`src/rtl/hbos_pkg.sv`:
```
package hbos_pkg;

  // Field widths
  localparam int KEY_W   = 31;
  localparam int OPND_W  = 20;  // mult_a, add_b, residue
  localparam int NPLAN_W = 10;
  localparam int MOD_W   = NPLAN_W + 1;  // 2n
  localparam int IDX_W   = MOD_W;        // remainder below 2n
  localparam int LEN_W   = 10;
  localparam int CONF_W  = 16;
  localparam int BKT_OUT_W = 10;

  // Count storage
  localparam int BUCKETS = 1024;
  localparam int BKT_W   = $clog2(BUCKETS);

  // Configuration port
  localparam int CFG_IDX_W  = 2;
  localparam int CFG_DATA_W = 20;
  localparam logic [CFG_IDX_W-1:0] CFG_MULT_A       = 2'd0;
  localparam logic [CFG_IDX_W-1:0] CFG_ADD_B        = 2'd1;
  localparam logic [CFG_IDX_W-1:0] CFG_KEYS_PLANNED = 2'd2;

  localparam logic [OPND_W-1:0]  MULT_A_RST       = 20'd1;
  localparam logic [OPND_W-1:0]  ADD_B_RST        = 20'd0;
  localparam logic [NPLAN_W-1:0] KEYS_PLANNED_RST = 10'd512;

  // Hash constants
  localparam logic [OPND_W-1:0] HASH_PRIME = 20'd999149;
  localparam logic [LEN_W-1:0]  LEN_MAX    = '1;
  localparam logic [CONF_W-1:0] CONF_MAX   = '1;

  // Residue of the prime reduction, handed to the bucket reduction
  typedef struct packed {
    logic              valid;
    logic [OPND_W-1:0] residue;
  } hbos_resd_t;

  // Bucket index, handed to the count store
  typedef struct packed {
    logic             valid;
    logic [IDX_W-1:0] idx;
  } hbos_idx_t;

  // One finished result
  typedef struct packed {
    logic [BKT_OUT_W-1:0] bucket;
    logic [LEN_W-1:0]     chain_length;
    logic [LEN_W-1:0]     max_length;
    logic [CONF_W-1:0]    conflicts;
  } hbos_res_t;

endpackage

```
`src/rtl/hbos_bktmod.sv`:
```
// Restoring remainder of the residue by 2n, one residue bit per cycle.
module hbos_bktmod
  import hbos_pkg::*;
(
  input  logic               clk,
  input  logic               rst_n,
  input  hbos_resd_t         resd,
  input  logic [NPLAN_W-1:0] keys_planned,
  output hbos_idx_t          bidx
);

  localparam int CNT_W = $clog2(OPND_W);
  localparam logic [CNT_W-1:0] LAST_BIT = CNT_W'(OPND_W - 1);

  logic              busy_r, busy_nxt;
  logic              done_r, done_nxt;
  logic [CNT_W-1:0]  cnt_r, cnt_nxt;
  logic [OPND_W-1:0] sr_r, sr_nxt;
  logic [IDX_W-1:0]  rem_r, rem_nxt;
  logic [MOD_W-1:0]  modulus;
  logic [IDX_W:0]    t;

  assign modulus = {keys_planned, 1'b0};

  always_comb begin
    busy_nxt = busy_r;
    done_nxt = 1'b0;
    cnt_nxt  = cnt_r;
    sr_nxt   = sr_r;
    rem_nxt  = rem_r;
    t        = {rem_r, sr_r[OPND_W-1]};
    if (resd.valid) begin
      busy_nxt = 1'b1;
      cnt_nxt  = '0;
      sr_nxt   = resd.residue;
      rem_nxt  = '0;
    end else if (busy_r) begin
      if (t >= (IDX_W + 1)'(modulus)) begin
        rem_nxt = IDX_W'(t - (IDX_W + 1)'(modulus));
      end else begin
        rem_nxt = t[IDX_W-1:0];
      end
      sr_nxt  = {sr_r[OPND_W-2:0], 1'b0};
      cnt_nxt = cnt_r + 1'b1;
      if (cnt_r == LAST_BIT) begin
        busy_nxt = 1'b0;
        done_nxt = 1'b1;
      end
    end
  end

  always_ff @(posedge clk) begin
    if (!rst_n) begin
      busy_r <= 1'b0;
      done_r <= 1'b0;
      cnt_r  <= '0;
    end else begin
      busy_r <= busy_nxt;
      done_r <= done_nxt;
      cnt_r  <= cnt_nxt;
    end
    sr_r  <= sr_nxt;
    rem_r <= rem_nxt;
  end

  // zero planned keys: the remainder is not used, bucket zero
  assign bidx.valid = done_r;
  assign bidx.idx   = (keys_planned == '0) ? '0 : rem_r;

endmodule

```
`config.mk`:
```
export PLATFORM = sky130hd
export DESIGN_NAME = hbos_bktmod
export DESIGN_NICKNAME = d
export VERILOG_FILES = /design/src/rtl/hbos_pkg.sv /design/src/rtl/hbos_bktmod.sv
export SDC_FILE = /design/constraint.sdc
export NUM_CORES = 1
export LEC_CHECK = 0
export BUFFER_PORTS_ARGS = -buffer_cell sky130_fd_sc_hd__buf_2
export CAP_MARGIN = 30
export CORE_MARGIN = 10
export CORE_UTILIZATION = 48
export CTS_CLUSTER_DIAMETER = 60
export DETAILED_ROUTE_END_ITERATION = 8
export GPL_TIMING_DRIVEN = 0
export PLACE_DENSITY_LB_ADDON = 0.12
export SYNTH_ARGS = -nofsm -noshare
export SYNTH_HDL_FRONTEND = slang
export SYNTH_SLANG_ARGS = --single-unit
```
`constraint.sdc`:
```
create_clock -name clk -period 2 [get_ports clk]
set_input_delay 0.1 -clock clk [delete_from_list [all_inputs] [get_ports clk]]
set_output_delay 0.1 -clock clk [all_outputs]
set_load 0.03 [all_outputs]
```
Yosys cells after proc, flatten, opt, wreduce, memory -nomap -nowiden
Index checks and enable logic that the tools add are counted.
Widths: inputs -> output; s select.
- flip-flop bits (word level): 38
- latch bits: 0
- memory bits (writable): 0
- memory bits (read-only): 0
- input port bits: 33
- logic and storage cells: 23
- memories kept: 0
- add/subtract/negate cells: 2
- multipliers: 0
- div/mod/pow operators: 0
- order comparisons: 1
- equality and inequality tests: 1
- shifts and indexed selects: 0
- muxes and demuxes: 8
- bitwise logic cells: 2
- reductions and logical operators: 4
- operator list (kind ; number):
    $mux 20 ; 2
    $mux 11 ; 2
    $ge 12x11->1 ; 1
    $sub 11x11->11 ; 1
    $logic_not 10->1 ; 1
    $add 5x1->5 const B ; 1
    $eq 5x5->1 const B ; 1
    $mux 1 ; 4
    $reduce_or 3->1 ; 1
    $not 1->1 ; 2
    $reduce_bool 2->1 ; 1
    $reduce_or 2->1 ; 1

Logic depth before layout (Yosys ltp)
- word-level depth: 4
- mapped depth: 10
- mapped depth without buffers: 10

Least setup slack after synthesis
No wires, ideal clock.
- path kind: register to register
- from: reg rem_r[0]
- to: reg rem_r[9]
- arrival: 1.994 ns
- path slack: -0.080 ns
- stages on the path, launching flop included: 11
- path buffers: 0
- period minus slack after synthesis: 2.080 ns
- cell sequence: dfxtp_1 -> inv_1 -> ha_1 -> inv_1 -> fa_1 -> a21oi_1 -> o211ai_1 -> o41ai_1 -> xnor2_1 -> mux2i_1 -> a211oi_1
- longest elaborated chain between the ends: 2
- ends and longest elaborated chain (element ; line ; text):
    from (decl) ; hbos_bktmod.sv:19 ; logic [IDX_W-1:0] rem_r, rem_nxt;
    from (signal assigned) ; hbos_bktmod.sv:63 ; rem_r <= rem_nxt;
    $sub 11x11->11 or $ge 12x11->1 (tied branches) ; hbos_bktmod.sv:39, hbos_bktmod.sv:38 ;
    $mux 11 * ; hbos_bktmod.sv:38 ; if (t >= (IDX_W + 1)'(modulus)) begin
Every way passes the cells marked *; elsewhere a longest branch is shown, timed or not.
A chain may end at the register's enable or synchronous reset.

Worst setup path in the final report
Ends and elaborated chain as after synthesis.

==> run metrics <==
first-pass detailed-route iteration total=4; Layout Nets=314; hold path cells=2; # rows=24; top_reg_cell synth=edfxtp_1; RR Endpoint=rem_r[9]; cell mode on critical path=inv_2; Tmin final=2173 ps; die width=87.29 um; Hold Crit Class=input pin to register; first-pass GRT wire length=8590 um; Post-synth EDFFs=20; hold path startpoint=rst_n; Critical Path RT=2230 ps; total gr overflow=0; RSZ-0062 raised after global routing=true; placed wire-length estimate=3759 um; clock tree buffer depth=2; Mapped Area=0.002173 mm2; Hold-fix buffers, CTS=0; critical path class=register to register; pwr dens=751.3 mW/mm2; Core ar.=0.004384 mm2; number of cells on the critical path=10; Leakage=1.158 nW; antenna violations before repair=0; VDD IR max=0.4776 mV; # port buffers=43; Endpoint, Worst Hold=busy_r; DP Area=0.002470 mm2; CP top delay family=compound AO/OA/AOI/OAI gates; Max Cap Violations=0; largest cells by area after synthesis=edfxtp_1 (28%), dfxtp_1 (17%), mux2_2 (9.8%), ha_1 (6.3%), mux2i_1 (3.2%); Final Worst Setup Slack=-173.0 ps; Die Y-Extent=87.29 um; Max-slew headroom=0.4622; Worst setup EP type=register; Antenna Nets Post-Route=0; cell taking the most area after synthesis=edfxtp_1; post-synth top area share=0.2763; CTS buffer count=5; share of layout cells above drive strength 1=0.4185; Buf/Inv on CP=2; vias in the first global route=1768; CP max stage cell=o41ai_2; Fin Hold WS=55.61 ps; die area=0.007620 mm2; R2R Setup Slk=-170 ps; CP Cell Sequence=inv_2 -> ha_4 -> inv_2 -> fa_2 -> a21oi_2 -> o211ai_1 -> o41ai_2 -> xnor2_1 -> mux2i_1 -> a211oi_1; ys async rst share=0; crit path launch type=register; Setup Viol. Count Final=1; count of cell types in the netlist=45; latest clock arrival within the worst-skew pair=310 ps; Clk pin slew, worst setup/hold paths=90 ps; initial cell density of the core=0.4957; CTS tree=yes; Critical Path AT=2400 ps; Avg Cell Area, Syn=10.50 um2; Final Cycle Share=1.087; RR Startpoint=rem_r[0]; post-route DRC violation count=0; status=finished with violations; CP max stage delay=400 ps; Ys Warns=0; sequential share of the synthesized area=0.4421; setup tns final=-173.0 ps; GRT Util Overall=0.1421; WL/cell=16.93 um; Max Transition Viols Final=0; DRT iter0 DRCs=130; Diodes inserted=0; TritonCTS Sinks=38; critical path fanouts, max=2; Fmax=460.2 MHz; skew final=13.93 ps; I/O pin count=45; pin count of the biggest net entering global routing=21; GP Congestion=0.8680; Gate Count Post-Synth=207; drt total wl=5452 um; Final Cell Area=0.002838 mm2; Area Growth Syn to Fin=30.57%; H-Tree Depth=2; vias post-DR=1775; Worst R2R Path Depth=10; Seq cells post-synth=38; Least-Margin Pin Slew=804.7 ps; Mapped Nets=252; CTS Root Cell=clkbuf_8; drt via density=5.512; final hold violation count=0; failing checks=negative setup slack; Overall Power=0.002132 W
-- power by group --
part | internal, W | switching (W)
combinational | 0.000268 | 0.000276
sequential | 0.000896 | 0.0000377
clock | 0.000357 | 0.000298
total | 0.00152 | 0.000612
-- through the flow --
stage	util	cells	worst slack (ps)
after floorplan	-	207	10.95
after global placement	0.5634	302	-199.8
after detailed placement	0.5634	302	-249.3
after CTS	0.6122	318	-99.71
after global routing	0.6473	322	-286.9
final	0.6473	322	-173.0
-- what timing repair did --
action / in CTS / in global routing
hold endpoints to repair: 0 / 0
cloned: 1 / 0
resized for setup: 11 / 23
setup buffers: 7 / 4
endpoints found under the setup margin: 7 / 10
pin swaps: 8 / 11
-- final cells by class --
cell class / count / area (um2)
Buffer: 8 / 41.29
Fill cell: 355 / 1546
Multi-Input combinational cell: 146 / 1287
Clock buffer: 8 / 111.4
Timing Repair Buffer: 55 / 306.5
Tap cell: 52 / 65.06
Sequential cell: 38 / 969.7
Inverter: 15 / 56.30
-- worst register-to-register path, delay by kind of cell, from the launching register on --
kind / cells / cell delay, ps
AO/OA/AOI/OAI: 4 / 940
flip-flops: 1 / 340
adder cells (fa/ha/maj): 2 / 480
multiplexers: 1 / 90
XOR/XNOR: 1 / 160
buffers and inverters: 2 / 100
-- how the worst max path moves through the flow --
stage,start,end
4_1_cts,rem_r[0],rem_r[9]
3_3_place_gp,rem_r[0],rem_r[9]
6_report,rem_r[0],rem_r[9]
5_1_grt,rem_r[0],rem_r[9]
2_1_floorplan,rem_r[0],rem_r[9]
3_5_place_dp,rem_r[0],rem_r[9]
-- logic make-up after synthesis --
logic type / count (synthesis) / share of synthesized area
multiplexers: 26 / 0.1307
XOR/XNOR: 12 / 0.04836
adder cells (fa/ha/maj): 12 / 0.07254
buffers and inverters: 23 / 0.04490
flip-flops: 38 / 0.4421
AO/OA/AOI/OAI: 30 / 0.1042
AND/OR/NAND/NOR: 66 / 0.1572
-- sequential cells by signal, indices dropped and copies added (netlist names) --
register,cells
done_r,1
busy_r,1
rem_r,11
cnt_r,5
sr_r,20
-- cell usage after synthesis (all sizes together) (2+ instances only) --
cell	count
mux2i	7
and3	2
and2	10
a211oi	6
a21oi	6
o21ai	4
a311o	2
nand2	13
dfxtp	18
edfxtp	20
o31ai	2
nor3	4
nand3	7
nor2b	4
buf	3
a31oi	2
clkbuf	5
xnor2	7
nand4	2
ha	11
mux2	19
inv	14
nor2	17
xor2	5
nor4	2
-- per-layer routing --
metal | track usage | part of all wire | vias to the layer above
li1 | - | - | 875
met1 | 0.1775 | 0.43 | 835
met2 | 0.2235 | 0.48 | 58
met3 | 0.04682 | 0.076 | 7
met4 | 0.04783 | 0.012 | 0
met5 | 0 | 0 | -
-- placed cells by master, fill, tap and decap left out, types with 2 or more instances in the layout --
master | Yosys | routed
a31oi_1 | 2 | 2
dfxtp_1 | 18 | 13
inv_2 | 0 | 2
a21oi_1 | 6 | 4
mux2_2 | 19 | 19
a211oi_1 | 6 | 5
ha_1 | 11 | 3
nor4_1 | 2 | 2
ha_4 | 0 | 8
nor3_1 | 4 | 4
xnor2_1 | 7 | 7
nand4_1 | 2 | 2
buf_2 | 0 | 44
and3_1 | 2 | 2
buf_6 | 1 | 2
dfxtp_2 | 0 | 4
and2_1 | 10 | 10
nor2_1 | 17 | 17
nor2b_1 | 3 | 3
clkbuf_1 | 5 | 6
edfxtp_1 | 20 | 20
mux2i_1 | 7 | 6
nand2_1 | 13 | 13
inv_1 | 14 | 12
xor2_1 | 5 | 5
a311o_1 | 2 | 2
buf_4 | 1 | 11
clkbuf_8 | 0 | 6
nand3_1 | 7 | 7
Note: power is estimated with default switching activity, not from simulation.
