`config.mk`:
```
export PLATFORM = sky130hd
export DESIGN_NAME = hbos_modmul
export DESIGN_NICKNAME = d
export VERILOG_FILES = /design/src/rtl/hbos_pkg.sv /design/src/rtl/hbos_modmul.sv
export SDC_FILE = /design/constraint.sdc
export NUM_CORES = 1
export LEC_CHECK = 0
export BUFFER_PORTS_ARGS = -buffer_cell sky130_fd_sc_hd__buf_2
export CAP_MARGIN = 40
export CORE_MARGIN = 8
export CORE_UTILIZATION = 35
export DETAILED_ROUTE_END_ITERATION = 6
export SYNTH_ARGS = -nofsm -noshare
export SYNTH_HDL_FRONTEND = slang
export SYNTH_SLANG_ARGS = --single-unit
```
`constraint.sdc`:
```
create_clock -name clk -period 6.25 [get_ports clk]
set_input_delay 0.3125 -clock clk [delete_from_list [all_inputs] [get_ports clk]]
set_output_delay 0.3125 -clock clk [all_outputs]
set_load 0.005 [all_outputs]
```
`src/rtl/hbos_pkg.sv`:
```
package hbos_pkg;

  // Field widths
  localparam int KEY_W   = 31;
  localparam int OPND_W  = 20;  // mult_a, add_b, residue
  localparam int NPLAN_W = 10;
  localparam int MOD_W   = NPLAN_W + 1;  // 2n
  localparam int IDX_W   = MOD_W;        // remainder below 2n
  localparam int LEN_W   = 10;
  localparam int CONF_W  = 16;
  localparam int BKT_OUT_W = 10;

  // Count storage
  localparam int BUCKETS = 1024;
  localparam int BKT_W   = $clog2(BUCKETS);

  // Configuration port
  localparam int CFG_IDX_W  = 2;
  localparam int CFG_DATA_W = 20;
  localparam logic [CFG_IDX_W-1:0] CFG_MULT_A       = 2'd0;
  localparam logic [CFG_IDX_W-1:0] CFG_ADD_B        = 2'd1;
  localparam logic [CFG_IDX_W-1:0] CFG_KEYS_PLANNED = 2'd2;

  localparam logic [OPND_W-1:0]  MULT_A_RST       = 20'd1;
  localparam logic [OPND_W-1:0]  ADD_B_RST        = 20'd0;
  localparam logic [NPLAN_W-1:0] KEYS_PLANNED_RST = 10'd512;

  // Hash constants
  localparam logic [OPND_W-1:0] HASH_PRIME = 20'd999149;
  localparam logic [LEN_W-1:0]  LEN_MAX    = '1;
  localparam logic [CONF_W-1:0] CONF_MAX   = '1;

  // Residue of the prime reduction, handed to the bucket reduction
  typedef struct packed {
    logic              valid;
    logic [OPND_W-1:0] residue;
  } hbos_resd_t;

  // Bucket index, handed to the count store
  typedef struct packed {
    logic             valid;
    logic [IDX_W-1:0] idx;
  } hbos_idx_t;

  // One finished result
  typedef struct packed {
    logic [BKT_OUT_W-1:0] bucket;
    logic [LEN_W-1:0]     chain_length;
    logic [LEN_W-1:0]     max_length;
    logic [CONF_W-1:0]    conflicts;
  } hbos_res_t;

endpackage

```
`src/rtl/hbos_modmul.sv`:
```
// Bit-serial (a * key + b) mod prime, key bits MSB first, Horner form.
module hbos_modmul
  import hbos_pkg::*;
(
  input  logic              clk,
  input  logic              rst_n,
  input  logic              start,
  input  logic [KEY_W-1:0]  key,
  input  logic [OPND_W-1:0] mult_a,
  input  logic [OPND_W-1:0] add_b,
  output hbos_resd_t        resd
);

  localparam int ACC_W = OPND_W + 2;
  localparam int CNT_W = $clog2(KEY_W + 1);
  localparam logic [CNT_W-1:0] LAST_BIT = CNT_W'(KEY_W);
  localparam logic [ACC_W-1:0] P_X  = ACC_W'(HASH_PRIME);
  localparam logic [ACC_W-1:0] P2_X = ACC_W'({HASH_PRIME, 1'b0});

  logic              busy_r, busy_nxt;
  logic              done_r, done_nxt;
  logic [CNT_W-1:0]  cnt_r, cnt_nxt;
  logic [KEY_W-1:0]  key_sr_r, key_sr_nxt;
  logic [OPND_W-1:0] acc_r, acc_nxt;
  logic [OPND_W-1:0] a_r, a_nxt;
  logic [OPND_W-1:0] b_r, b_nxt;
  logic [ACC_W-1:0]  t;

  always_comb begin
    busy_nxt   = busy_r;
    done_nxt   = 1'b0;
    cnt_nxt    = cnt_r;
    key_sr_nxt = key_sr_r;
    acc_nxt    = acc_r;
    a_nxt      = a_r;
    b_nxt      = b_r;
    t          = '0;
    if (start) begin
      busy_nxt   = 1'b1;
      cnt_nxt    = '0;
      key_sr_nxt = key;
      acc_nxt    = '0;
      // operands are below twice the prime: one subtract reduces them
      a_nxt      = (mult_a >= HASH_PRIME) ? mult_a - HASH_PRIME : mult_a;
      b_nxt      = (add_b >= HASH_PRIME) ? add_b - HASH_PRIME : add_b;
    end else if (busy_r) begin
      if (cnt_r != LAST_BIT) begin
        // double, add a on a one bit, fold back below the prime
        t = {1'b0, acc_r, 1'b0} + (key_sr_r[KEY_W-1] ? ACC_W'(a_r) : '0);
        if (t >= P2_X) begin
          t = t - P2_X;
        end else if (t >= P_X) begin
          t = t - P_X;
        end
        acc_nxt    = t[OPND_W-1:0];
        key_sr_nxt = {key_sr_r[KEY_W-2:0], 1'b0};
        cnt_nxt    = cnt_r + 1'b1;
      end else begin
        t = ACC_W'(acc_r) + ACC_W'(b_r);
        if (t >= P_X) begin
          t = t - P_X;
        end
        acc_nxt  = t[OPND_W-1:0];
        busy_nxt = 1'b0;
        done_nxt = 1'b1;
      end
    end
  end

  always_ff @(posedge clk) begin
    if (!rst_n) begin
      busy_r <= 1'b0;
      done_r <= 1'b0;
      cnt_r  <= '0;
    end else begin
      busy_r <= busy_nxt;
      done_r <= done_nxt;
      cnt_r  <= cnt_nxt;
    end
    key_sr_r <= key_sr_nxt;
    acc_r    <= acc_nxt;
    a_r      <= a_nxt;
    b_r      <= b_nxt;
  end

  assign resd.valid   = done_r;
  assign resd.residue = acc_r;

endmodule

```
# --- Word level (Yosys, flattened, before mapping) ---
# Cells that the tools add are included.
totals:
  regBits: 98
op_classes:
  add_sub_neg: 8
  order_cmp: 5
  eq_ne: 1
  n_mux: 14
  bitwise_logic: 2
  reduce_logical: 6
ops:
  columns: ["operator", "n"]
  rows:
  - ["two-way mux 20 bit", 7]
  - ["subtractor 20 bit (second input constant)", 5]
  - ["two-way mux 31 bit", 3]
  - [">= comparator 20 bit (second input constant)", 2]
  - ["adder 21 x 20 -> 22 bit", 1]
  - [">= comparator 22 x 20 -> 1 bit (second input constant)", 1]
  - [">= comparator 22 x 21 -> 1 bit (second input constant)", 1]
  - ["adder 20 x 20 -> 21 bit", 1]
  - [">= comparator 21 x 20 -> 1 bit (second input constant)", 1]
  - ["adder 5 x 1 -> 5 bit (second input constant)", 1]
  - ["inequality test 5 bit (second input constant)", 1]
  - ["two-way mux 1 bit", 4]
  - ["AND reduction 2 bit", 2]
  - ["nonzero test 2 bit", 2]
  - ["OR reduction 3 bit", 1]
  - ["NOT 1 bit", 2]
  - ["OR reduction 2 bit", 1]

# --- Depth between registers and ports, before layout ---
# Gate-level depths: netlist of the first run.
depth:
  word_depth: 6
  ltp_mapped: 18
  ltp_nobuf: 14

# --- Least setup slack after synthesis of the first run ---
# Ideal clock, no wire load.
synth_path:
  path_type: "register -> register"
  startpoint: "register key_sr_r[30]"
  endpoint: "register acc_r[11]"
  setup_time_ns: 0.087
  arrival_ns: 4.285
  required_time_ns: 6.163
  path_slack_ns: 1.878
  stages_incl_launch_ff: 19
  n_path_buf: 4
  period_less_slack_ns: 4.372
  path_cell_list: "edfxtp_1 clkbuf_1 clkbuf_1 and2_1 ha_1 fa_1 a211oi_1 o31a_1 a21boi_1 or3_1 and2_1 clkbuf_1 a311oi_1 o21a_1 buf_2 nor2_1 mux2i_1 a311o_1 o31ai_1"
synth_via:
  elab_chain_len: 6
synth_lines:
  columns: ["element", "line_no", "text"]
  rows:
  - ["start: declaration", "hbos_modmul.sv:23", "logic [KEY_W-1:0] key_sr_r, key_sr_nxt;"]
  - ["start signal: assignment", "hbos_modmul.sv:80", "key_sr_r <= key_sr_nxt;"]
  - ["two-way mux 20 bit (*)", "hbos_modmul.sv:49", "t = {1'b0, acc_r, 1'b0} + (key_sr_r[KEY_W-1] ? ACC_W'(a_r) : '0);"]
  - ["adder 21 x 20 -> 22 bit (*)", "hbos_modmul.sv:49", null]
  - ["subtractor 20 bit / >= comparator 22 x 20 -> 1 bit (equally long branches)", "hbos_modmul.sv:53, hbos_modmul.sv:52", null]
  - ["two-way mux 20 bit", "hbos_modmul.sv:52", "end else if (t >= P_X) begin"]
  - ["two-way mux 20 bit (*)", "hbos_modmul.sv:50", "if (t >= P2_X) begin"]
  - ["two-way mux 20 bit (*)", "hbos_modmul.sv:47", "if (cnt_r != LAST_BIT) begin"]
  - ["end signal: assignment", "hbos_modmul.sv:81", "acc_r <= acc_nxt;"]
  - ["end: declaration", "hbos_modmul.sv:24", "logic [OPND_W-1:0] acc_r, acc_nxt;"]
# Every way passes the cells marked *; elsewhere a longest branch is shown, timed or not.
# A chain may end at the register's enable or synchronous reset.

# --- Worst setup path after layout of the first run ---
layout_path:
  startpoint: "register key_sr_r[30]"
  endpoint: "register acc_r[14]"
# The elaborated chain is that of the path after synthesis.

==> results by group, run 1 <==
Synth
  • Netlist cell types: 93
  • Syn Area/Cell: 8.88 um2
  • Post-synth EDFFs: 71
  • Synth top cells by count: 91 x nor2_1, 77 x nand2_1, 71 x edfxtp_1
  • Top FF cell, synth: edfxtp_1
  • Synth top area share: 24.9%
  • Register area share after synthesis: 31.3%
  • Post-synth ARST share: 0%
  • Synth Cell Area: 8550 um2
  • Top area cells in the synthesized netlist: edfxtp_1 25%, ha_1 7.8%, dfxtp_1 6.3%
  • Number of synthesized register bits: 98
  • Warnings from Yosys: 0
  • Post-synthesis cell count: 963
  • Synthesized Nets: 1,092
  • Most common cell in the netlist: nor2_1
  • Cell taking the most area after synthesis: edfxtp_1

Route
  • DRT antenna net count: 0
  • DRT Wirelength: 23.0 mm
  • Vias/cell: 5.59
  • DR DRC count: 0
  • Vias: 7,622
  • DRT iter0 DRCs: 467
  • Post-DR wirelength/cell: 16.8 um
  • DR pass1 iterations: 5

Timing
  • Max Fclk: 204 MHz
  • Worst clock skew: 0.0156 ns
  • Rel. slew slack: 40.5%
  • Fin crit period: 4.90 ns
  • Period utilization: 78.3%
  • Slew Viols, Final: 0
  • RSZ-0062 raised after global routing: false
  • Final setup fails: 0
  • Post-route setup TNS: 0 ns
  • Worst slew pin tran: 0.893 ns
  • Hold Vio Cnt, Final: 0

Floorplanning
  • DIE HEIGHT: 172 um
  • Core footprint: 24,200 um2
  • Die W: 172 um
  • Num rows: 57
  • I/O pin count: 95
  • Die area: 29,700 um2
  • Initial Utilization: 35.4%

Setup path
  • CP endpoint kind: register
  • Setup Crit Path Kind: register to register
  • Required time of the critical path: 6.51 ns
  • Critical path arrival: 5.15 ns
  • Worst Setup Start Kind: register
  • Slowest stage cell on the critical path: edfxtp_1
  • Worst-path cell chain: and2_1 > ha_1 > fa_1 > a211oi_1 > nor2_1 > xor2_1 > a31oi_1 > o21a_1 > or4_4 > a32o_1 > nand2_2 > o22ai_1 > xor2_1 > a221o_1
  • Crit Path Max Fanout: 21
  • Largest stage delay, worst path: 0.59 ns
  • Most used cell, CP: xor2_1

Layout
  • Antenna cell count: 0
  • Non-Filler Instances: 1,363
  • Layout cells sized above 1: 16.7%
  • Syn-to-layout area delta: 12.1%
  • Nets@finish: 1,163
  • # fillers: 2,472

Clocking
  • Hold-fix buffers, CTS: 0
  • Num CTS Buffers: 9
  • CTS tree: yes
  • Clock slew seen by the registers of the worst setup and hold paths: 0.08 ns
  • Post-cts resize count: 0
  • CTS root buf: clkbuf_16
  • CTS H-tree depth: 3
  • Longest Clk Path Bufs: 2
  • Clock latency on the worst-skew pair: 0.36 ns
  • Setup Buffers After CTS: 0
  • CTS Sinks: 98

Global route
  • Antenna violations before repair: 1
  • All-Layer GR Usage: 15.7%
  • Vias in the first global route: 7,504
  • Largest net degree at the start of global routing: 71
  • Global-route wire length before repair: 37.2 mm
  • Congestion Overflow GR: 0

Placement
  • Placed Cells incl. Taps: 1,347
  • Port bufs: 94
  • HPWL Detailed: 18.0 mm
  • RePlAce Congestion: 0.861

Job
  • Max-cap violations: 0

Power and ir drop
  • Worst vdd ir: 0.130 mV
  • PD cells: 235 nW/um2
  • Static Leak: 3.83 nW

Hold path
  • Worst min path class: primary input to register

Run status
  • Run status: complete, no violations
## layout make-up
cell class / instances / area [um2] / share of cell area (%)
inverters: 29 / 109 / 1.14
repair buffers: 98 / 503 / 5.25
well taps: 324 / 405 / 4.23
clock buffers: 12 / 268 / 2.79
multi-input cells: 798 / 5590 / 58.4
flip-flops and latches: 98 / 2670 / 27.9
clock inverters: 4 / 31.3 / 0.326
## metal layers
layer	global-route usage, %	share of wire (%)	vias to the layer above	routed length (um)
li1	-	-	3796	-
met1	19.5	45	3615	10400
met2	26.3	47	168	10700
met3	3.11	4.5	41	1040
met4	6.78	3.4	2	777
met5	0	0.057	-	13
## kinds of logic after synthesis
family	Yosys count	synth area share, %
simple gates	342	19.9
fa+ha+maj	55	8.23
buf+inv	67	3.28
xor+xnor	86	8.99
compound gates	279	23.7
mux	36	4.68
flops	98	31.3
## report_power, final
part,internal [mW],leakage [nW],switching (mW),total [mW]
Combinational,0.339,2.76,0.527,0.866
Clock,0.310,0.151,0.263,0.573
Sequential,0.764,0.925,0.0488,0.813
Total,1.41,3.83,0.839,2.25
## stage by stage
stage / hold WS (ns) / area, um2 / util, % / power (mW) / worst slack, ns
2_1_floorplan: 0.425 / 8550 / - / 1.46 / 1.88
3_3_place_gp: 0.447 / 9280 / 38.4 / 1.68 / 1.44
3_5_place_dp: 0.469 / 9280 / 38.4 / 1.68 / 1.36
4_1_cts: 0.178 / 9580 / 39.6 / 2.26 / 1.35
5_1_grt: 0.194 / 9580 / 39.6 / 2.39 / 0.862
6_report: 0.186 / 9580 / 39.6 / 2.25 / 1.35
## worst max-delay path: cells and delay by family (launching register included)
kind / cells / cell delay, ns
AOI/OAI and AO/OA: 6 / 1.75
xor gates and xnor gates: 2 / 0.72
adders and majority gates: 2 / 0.67
DFF: 1 / 0.59
and+or+nand+nor: 4 / 1.06
## worst paths after layout
path                start        end  slack (ns)  cells after the start
max          key_sr_r[30]  acc_r[14]        1.35                     14
min                 rst_n     busy_r        0.19                      2
max reg2reg  key_sr_r[30]  acc_r[14]        1.35                     14
min reg2reg      cnt_r[1]   cnt_r[1]        0.48                      2
## flip-flops by register name (all words and copies together), names as in the netlist
signal,count
key_sr_r,31
a_r,20
acc_r,20
b_r,20
cnt_r,5
busy_r,1
done_r,1
## layout by cell type (no fill, tap or decap), drive strengths merged, types with 6 or more instances in the layout
master	n
a2111oi	7
a211oi	18
a21boi	7
a21o	18
a21oi	57
a221o	6
a221oi	6
a311oi	7
a31oi	17
and2	28
and3	25
buf	98
clkbuf	12
dfxtp	27
edfxtp	71
ha	53
inv	31
mux2	32
nand2	78
nand3	27
nand4	18
nor2	91
nor2b	12
nor3	23
nor4	7
o211ai	10
o21ai	52
o21bai	6
o31ai	8
or3	8
xnor2	46
xor2	40
Note: power is estimated with default switching activity, not from simulation.
==> run 2: changes to the inputs <==
--- a/config.mk
+++ b/config.mk
@@ -5,6 +5,7 @@
 export SDC_FILE = /design/constraint.sdc
 export NUM_CORES = 1
 export LEC_CHECK = 0
+export ABC_AREA = 1
 export BUFFER_PORTS_ARGS = -buffer_cell sky130_fd_sc_hd__buf_2
 export CAP_MARGIN = 40
 export CORE_MARGIN = 8
==> constraint.sdc (replaced) <==
create_clock -name clk -period 4.7 [get_ports clk]
set_input_delay 0.235 -clock clk [delete_from_list [all_inputs] [get_ports clk]]
set_output_delay 0.235 -clock clk [all_outputs]
set_load 0.005 [all_outputs]
==> run 2 against run 1 <==
Compared with the run above:
- worst hold slack lost 0.041 ns
- synthesized area grew 12%
- clock-buffer cell count shrank 3
- critical path depth grew 7
- synthesized cell count grew 55%
- non-clock buffer count grew 8
- largest cell class unchanged
==> results by group, run 2 <==
Timing
  • Final setup fails: 0 (unchanged)
  • Worst slew pin tran: 0.704 ns (-0.189 ns)
  • Post-route setup TNS: 0 ns (unchanged)
  • Hold Vio Cnt, Final: 0 (unchanged)
  • Worst clock skew: 0.0114 ns (-0.00420 ns)
  • Slew Viols, Final: 0 (unchanged)
  • RSZ-0062 raised after global routing: false
  • Fin crit period: 4.00 ns (-0.895 ns)
  • Rel. slew slack: 53.0% (+12 points)
  • Period utilization: 85.1% (+6.8 points)
  • Max Fclk: 250 MHz (+22%)

Floorplanning
  • Die area: 33,000 um2 (+11%)
  • Initial Utilization: 35.7% (+0.31 points)
  • Core footprint: 27,000 um2 (+11%)
  • DIE HEIGHT: 182 um (+5.5%)
  • Num rows: 60 (+5.3%)
  • I/O pin count: 95 (unchanged)
  • Die W: 182 um (+5.5%)

Global route
  • Congestion Overflow GR: 0 (unchanged)
  • Antenna violations before repair: 1 (unchanged)
  • Vias in the first global route: 9,077 (+21%)
  • Largest net degree at the start of global routing: 77 (+8.5%)
  • All-Layer GR Usage: 17.8% (+2.0 points)
  • Global-route wire length before repair: 47.3 mm (+27%)

Layout
  • Max FFs per register: 31 (unchanged)
  • Syn-to-layout area delta: 11.8%
  • Nets@finish: 1,703 (+46%)
  • Commonest non-fill, non-tap cells in the layout: 546 x nand2_1, 164 x inv_1, 130 x nor2_1
  • Design Area, Final: 10,700 um2 (+12%)
  • Layout cells sized above 1: 12.7% (-3.9 points)
  • Biggest register: key_sr_r
  • Antenna cell count: 0 (unchanged)
  • # fillers: 2,838 (+15%)
  • Most common cell after layout, fill and taps aside: nand2_1

Synth
  • Synth top area share: 22.2% (-2.8 points)
  • Synth Cell Area: 9610 um2 (+12%)
  • Warnings from Yosys: 0 (unchanged)
  • Number of synthesized register bits: 98 (unchanged)
  • Register area share after synthesis: 27.8% (-3.5 points)
  • Cell taking the most area after synthesis: edfxtp_1
  • Netlist cell types: 42 (-55%)
  • Synth top cells by count: 546 x nand2_1, 164 x inv_1, 130 x nor2_1
  • Most common cell in the netlist: nand2_1
  • Post-synth ARST share: 0% (unchanged)
  • Top area cells in the synthesized netlist: edfxtp_1 22%, nand2_1 21%, ha_1 6.9%
  • Top FF cell, synth: edfxtp_1
  • Syn Area/Cell: 6.45 um2 (-27%)
  • Post-synth EDFFs: 71 (unchanged)
  • Post-synthesis cell count: 1,489 (+55%)
  • Synthesized Nets: 1,618 (+48%)

Route
  • Vias: 9,587 (+26%)
  • DR DRC count: 0 (unchanged)
  • DRT antenna net count: 0 (unchanged)
  • Vias/cell: 4.99 (-11%)
  • DR pass1 iterations: 5 (unchanged)
  • DRT iter0 DRCs: 600 (+28%)
  • Post-DR wirelength/cell: 15.4 um (-8.8%)
  • DRT Wirelength: 29.5 mm (+28%)

Hold path
  • Worst hold path depth: 3 (+1)
  • Worst min path class: primary input to register
  • Hold path startpoint: key[0]
  • Worst Hold Path EP: key_sr_r[0]

Clocking
  • Longest Clk Path Bufs: 2 (unchanged)
  • Num CTS Buffers: 9 (unchanged)
  • Post-cts resize count: 0 (unchanged)
  • Setup Buffers After CTS: 0 (unchanged)
  • Hold-fix buffers, CTS: 0 (unchanged)
  • CTS Sinks: 98 (unchanged)
  • CTS H-tree depth: 3 (unchanged)
  • CTS root buf: clkbuf_16
  • Clock latency on the worst-skew pair: 0.35 ns (about the same)
  • Clock slew seen by the registers of the worst setup and hold paths: 0.08 ns (about the same)
  • CTS tree: yes

Setup path
  • Crit Path Max Fanout: 22 (+4.8%)
  • R2r setup slk: 0.70 ns (-0.65 ns)
  • CP endpoint kind: register
  • Largest stage delay, worst path: 0.63 ns (+0.04 ns)
  • RR Startpoint: key_sr_r[30]
  • Reg2reg path depth: 21 (+7)
  • Worst Setup Start Kind: register
  • Slowest stage cell on the critical path: edfxtp_1
  • Critical path arrival: 4.31 ns (-0.84 ns)
  • Crit path max-delay family: simple AND/OR/NAND/NOR gates
  • Required time of the critical path: 5.01 ns (-1.50 ns)
  • Most used cell, CP: nand2_1
  • Setup Crit Path Kind: register to register
  • RR Endpoint: acc_r[16]
  • CP bufs+invs: 3 (+3)
  • Worst-path cell chain: nand2_1 > inv_1 > ha_1 > fa_1 > nand3_1 > nand4_1 > nand2_2 > inv_1 > nand2_1 > nand2_1 > o21ai_2 > nand3_1 > nand2_1 > nand3b_1 > nand2_1 > o21ai_0 > nand2_1 > nand2_1 > nand3_1 > nand2_1 > inv_1

Power and ir drop
  • Worst vdd ir: 0.157 mV (+21%)
  • Static Leak: 5.66 nW (+48%)
  • PD cells: 314 nW/um2 (+34%)

Placement
  • Area after DPL: 10,400 um2 (+13%)
  • Port bufs: 94 (unchanged)
  • HPWL Detailed: 24.1 mm (+34%)
  • RePlAce Congestion: 0.956 (+11%)

Job
  • Max-cap violations: 0 (unchanged)

Run status
  • Run status: complete, no violations
[run 2: routing by layer]
metal  GRT usage, %  share of wire, %  wire length (um)  vias to the layer above
met1           23.2                45             13300                     4300
li1               -                 -                 -                     4969
met4           7.77               3.6              1060                        2
met2           28.5                45             13300                      263
met5              0             0.044                13                        -
met3           2.89               6.1              1800                       53
[run 2: how the worst max path moves through the flow]
stage / cells past startpoint / start / endpoint / slack (ns)
2_1_floorplan: 22 / key_sr_r[30] / acc_r[17] / 1.31
3_3_place_gp: 20 / key_sr_r[30] / acc_r[17] / 0.81
3_5_place_dp: 23 / key_sr_r[30] / acc_r[16] / 0.77
4_1_cts: 23 / key_sr_r[30] / acc_r[16] / 0.74
5_1_grt: 22 / key_sr_r[30] / acc_r[16] / 0.31
6_report: 21 / key_sr_r[30] / acc_r[16] / 0.70
[run 2: report_power, final]
group | internal, mW | switching (mW)
sequential | 1.01 | 0.0695
clock | 0.376 | 0.380
combinational | 0.506 | 1.02
[run 2: worst min-delay path, cell delays in order]
cell     delay (ns)
buf_2          0.08
nand2_1        0.04
inv_1          0.04
[run 2: area by class of cell]
class | instances | area (um2) | share of cell area [%]
multi-input combinational | 1182 | 6100 | 56.8
sequential | 98 | 2670 | 24.9
clock buffer | 9 | 225 | 2.10
inverter | 177 | 664 | 6.19
tap | 341 | 427 | 3.97
timing repair buffer | 106 | 581 | 5.40
clock inverter | 7 | 70.1 | 0.652
[run 2: stage by stage]
stage                     power (mW)  instances  setup WS [ns]  hold slack (ns)  utilization, %
final                           3.37       1920          0.699            0.145            39.9
after global routing            3.62       1920          0.309            0.152            39.9
after CTS                       3.38       1920          0.744            0.128            39.9
after detailed placement        2.62       1904          0.774            0.476            38.8
after global placement          2.62       1903          0.813            0.458            38.7
after floorplan                 2.19       1489           1.31            0.347               -
[run 2: kinds of logic after synthesis]
family / after synthesis / synth area share, %
AO/OA/AOI/OAI: 145 / 8.45
XOR/XNOR: 73 / 6.65
adder cells (fa/ha/maj): 55 / 7.32
buffers and inverters: 209 / 8.70
flip-flops: 98 / 27.8
AND/OR/NAND/NOR: 909 / 41.1
==> run 3: changes to the inputs <==
==> constraint.sdc (replaced) <==
create_clock -name clk -period 5 [get_ports clk]
set_input_delay 0.25 -clock clk [delete_from_list [all_inputs] [get_ports clk]]
set_output_delay 0.25 -clock clk [all_outputs]
set_load 0.005 [all_outputs]
==> run 3 against run 2 <==
Compared with the run above:
- worst hold slack improved by 0.010 ns
- cell count did not move
- core utilization rose by 0.13 points
- first-iteration DRC count rose by 5.5%
- die area did not move
- maximum frequency rose by 1.2%
- register-to-register slack improved by 0.35 ns
- critical path type unchanged
==> results by group, run 3 (synthesis results as in run 2) <==
Run status
  • Run status: complete, no violations

Layout
  • Layout cells sized above 1: 12.7% (-0.055 points)
  • Final Util: 40.0% (+0.13 points)
  • Register Area: 2670 um2 (unchanged)
  • Max FFs per register: 31 (unchanged)
  • Syn-to-layout area delta: 12.1%
  • Design Area, Final: 10,800 um2 (+0.31%)
  • Most common cell after layout, fill and taps aside: nand2_1
  • Commonest non-fill, non-tap cells in the layout: 546 x nand2_1, 164 x inv_1, 130 x nor2_1
  • Biggest register: key_sr_r
  • Multi-input gate area: 6100 um2 (unchanged)
  • Nets@finish: 1,702 (-0.059%)
  • # fillers: 2,874 (+1.3%)

Floorplanning
  • Core footprint: 27,000 um2 (unchanged)
  • Num rows: 60 (unchanged)
  • Die area: 33,000 um2 (unchanged)
  • Die W: 182 um (unchanged)
  • Initial Utilization: 35.7% (unchanged)
  • I/O pin count: 95 (unchanged)
  • DIE HEIGHT: 182 um (unchanged)

Route
  • DRT antenna net count: 0 (unchanged)
  • Post-DR wirelength/cell: 15.4 um (+0.28%)
  • Vias: 9,544 (-0.45%)
  • Vias/cell: 4.97 (-0.45%)
  • DRT Wirelength: 29.6 mm (+0.28%)
  • DR pass1 iterations: 5 (unchanged)
  • DRT iter0 DRCs: 633 (+5.5%)
  • DR DRC count: 0 (unchanged)

Setup path
  • Required time of the critical path: 5.31 ns (+0.30 ns)
  • Worst Setup Start Kind: register
  • Setup Crit Path Kind: register to register
  • CP endpoint kind: register
  • Critical path arrival: 4.26 ns (-0.05 ns)
  • Crit Path Max Fanout: 22 (unchanged)

Power and ir drop
  • Static Leak: 5.67 nW (+0.21%)
  • Worst vdd ir: 0.199 mV (+26%)
  • Post-layout power: 3.26 mW (-3.2%)
  • PD cells: 303 nW/um2 (-3.6%)

Global route
  • Routing usage on met2: 29.6% (+1.1 points)
  • GR peak layer: met2
  • Met3 GRT Util: 3.23% (+0.34 points)
  • Congestion Overflow GR: 0 (unchanged)
  • Global-route wire length before repair: 47.7 mm (+0.86%)
  • Antenna violations before repair: 4 (+3)
  • Vias in the first global route: 9,107 (+0.33%)
  • Met1 Usage GRT: 22.9% (-0.29 points)
  • All-Layer GR Usage: 17.9% (+0.12 points)
  • Largest net degree at the start of global routing: 77 (unchanged)

Timing
  • Post-route setup TNS: 0 ns (unchanged)
  • Worst slew pin tran: 0.704 ns (+0.000424 ns)
  • Final setup fails: 0 (unchanged)
  • Slew Viols, Final: 0 (unchanged)
  • RSZ-0062 raised after global routing: false
  • Max Fclk: 253 MHz (+1.2%)
  • Hold Vio Cnt, Final: 0 (unchanged)
  • Rel. slew slack: 52.9% (about the same)
  • Worst clock skew: 0.0109 ns (-0.000541 ns)
  • Fin crit period: 3.95 ns (-0.0491 ns)
  • Period utilization: 79.0% (-6.1 points)
  • Smallest setup slack after layout: 1.05 ns (+0.349 ns)

Placement
  • HPWL Detailed: 24.1 mm (about the same)
  • RePlAce Congestion: 0.948 (-0.80%)
  • Port bufs: 94 (unchanged)
  • Worst slack, placed: 1.08 ns (+0.306 ns)
  • Area after DPL: 10,400 um2 (about the same)

Job
  • Max-cap violations: 0 (unchanged)

Hold path
  • Worst min path class: primary input to register

Clocking
  • Num CTS Buffers: 9 (unchanged)
  • CTS Sinks: 98 (unchanged)
  • Setup Buffers After CTS: 0 (unchanged)
  • Clock latency on the worst-skew pair: 0.36 ns (about the same)
  • Longest Clk Path Bufs: 2 (unchanged)
  • Clock slew seen by the registers of the worst setup and hold paths: 0.08 ns (about the same)
  • CTS H-tree depth: 3 (unchanged)
  • CTS root buf: clkbuf_16
  • Post-cts resize count: 0 (unchanged)
  • CTS tree: yes
  • Hold-fix buffers, CTS: 0 (unchanged)
==> run 3: critical path: stages (launching register included) <==
cell	delay, ns
edfxtp_1	0.63
nand2_1	0.16
inv_1	0.05
ha_1	0.25
fa_1	0.46
nand3_1	0.14
nand4_1	0.10
nand2_2	0.18
inv_1	0.11
nand2_1	0.11
nand2_1	0.08
o21ai_2	0.20
nand3_1	0.14
nand2_1	0.12
nand3b_1	0.10
nand2_1	0.54
o21ai_0	0.21
nand2_1	0.11
nand2_1	0.05
nand3_1	0.08
nand2_1	0.06
inv_1	0.04
==> run 3: final timing paths <==
check	from	to	slack [ns]	cells past startpoint
setup / recovery	key_sr_r[30]	acc_r[16]	1.05	21
hold / removal	rst_n	busy_r	0.15	3
setup reg to reg	key_sr_r[30]	acc_r[16]	1.05	21
hold reg to reg	cnt_r[4]	cnt_r[4]	0.47	2
==> run 3: routing by layer <==
layer / share of wire, % / vias to the layer above
met5: 0.074 / -
li1: - / 4965
met1: 46 / 4293
met2: 46 / 230
met3: 5.0 / 52
met4: 3.1 / 4
==> run 3: report_power, final <==
part	switching, mW	total (mW)	internal [mW]	leakage, nW
Sequential	0.0650	1.02	0.954	0.933
Combinational	0.960	1.43	0.475	4.57
Clock	0.356	0.807	0.450	0.164
Total	1.38	3.26	1.88	5.67
==> run 3: area by class of cell <==
class                           count  area share, %
Clock inverter                      7           1.01
Clock buffer                        9           2.09
Tap cell                          341           3.96
Inverter                          177           6.17
Multi-Input combinational cell   1182           56.6
Antenna cell                        1         0.0232
Sequential cell                    98           24.8
Timing Repair Buffer              105           5.32
==> run 3: per-stage QoR <==
step,cells,hold WS [ns]
floorplan,1489,0.362
global placement,1902,0.457
detailed placement,1903,0.464
CTS,1919,0.148
global route,1920,0.148
finish,1920,0.155
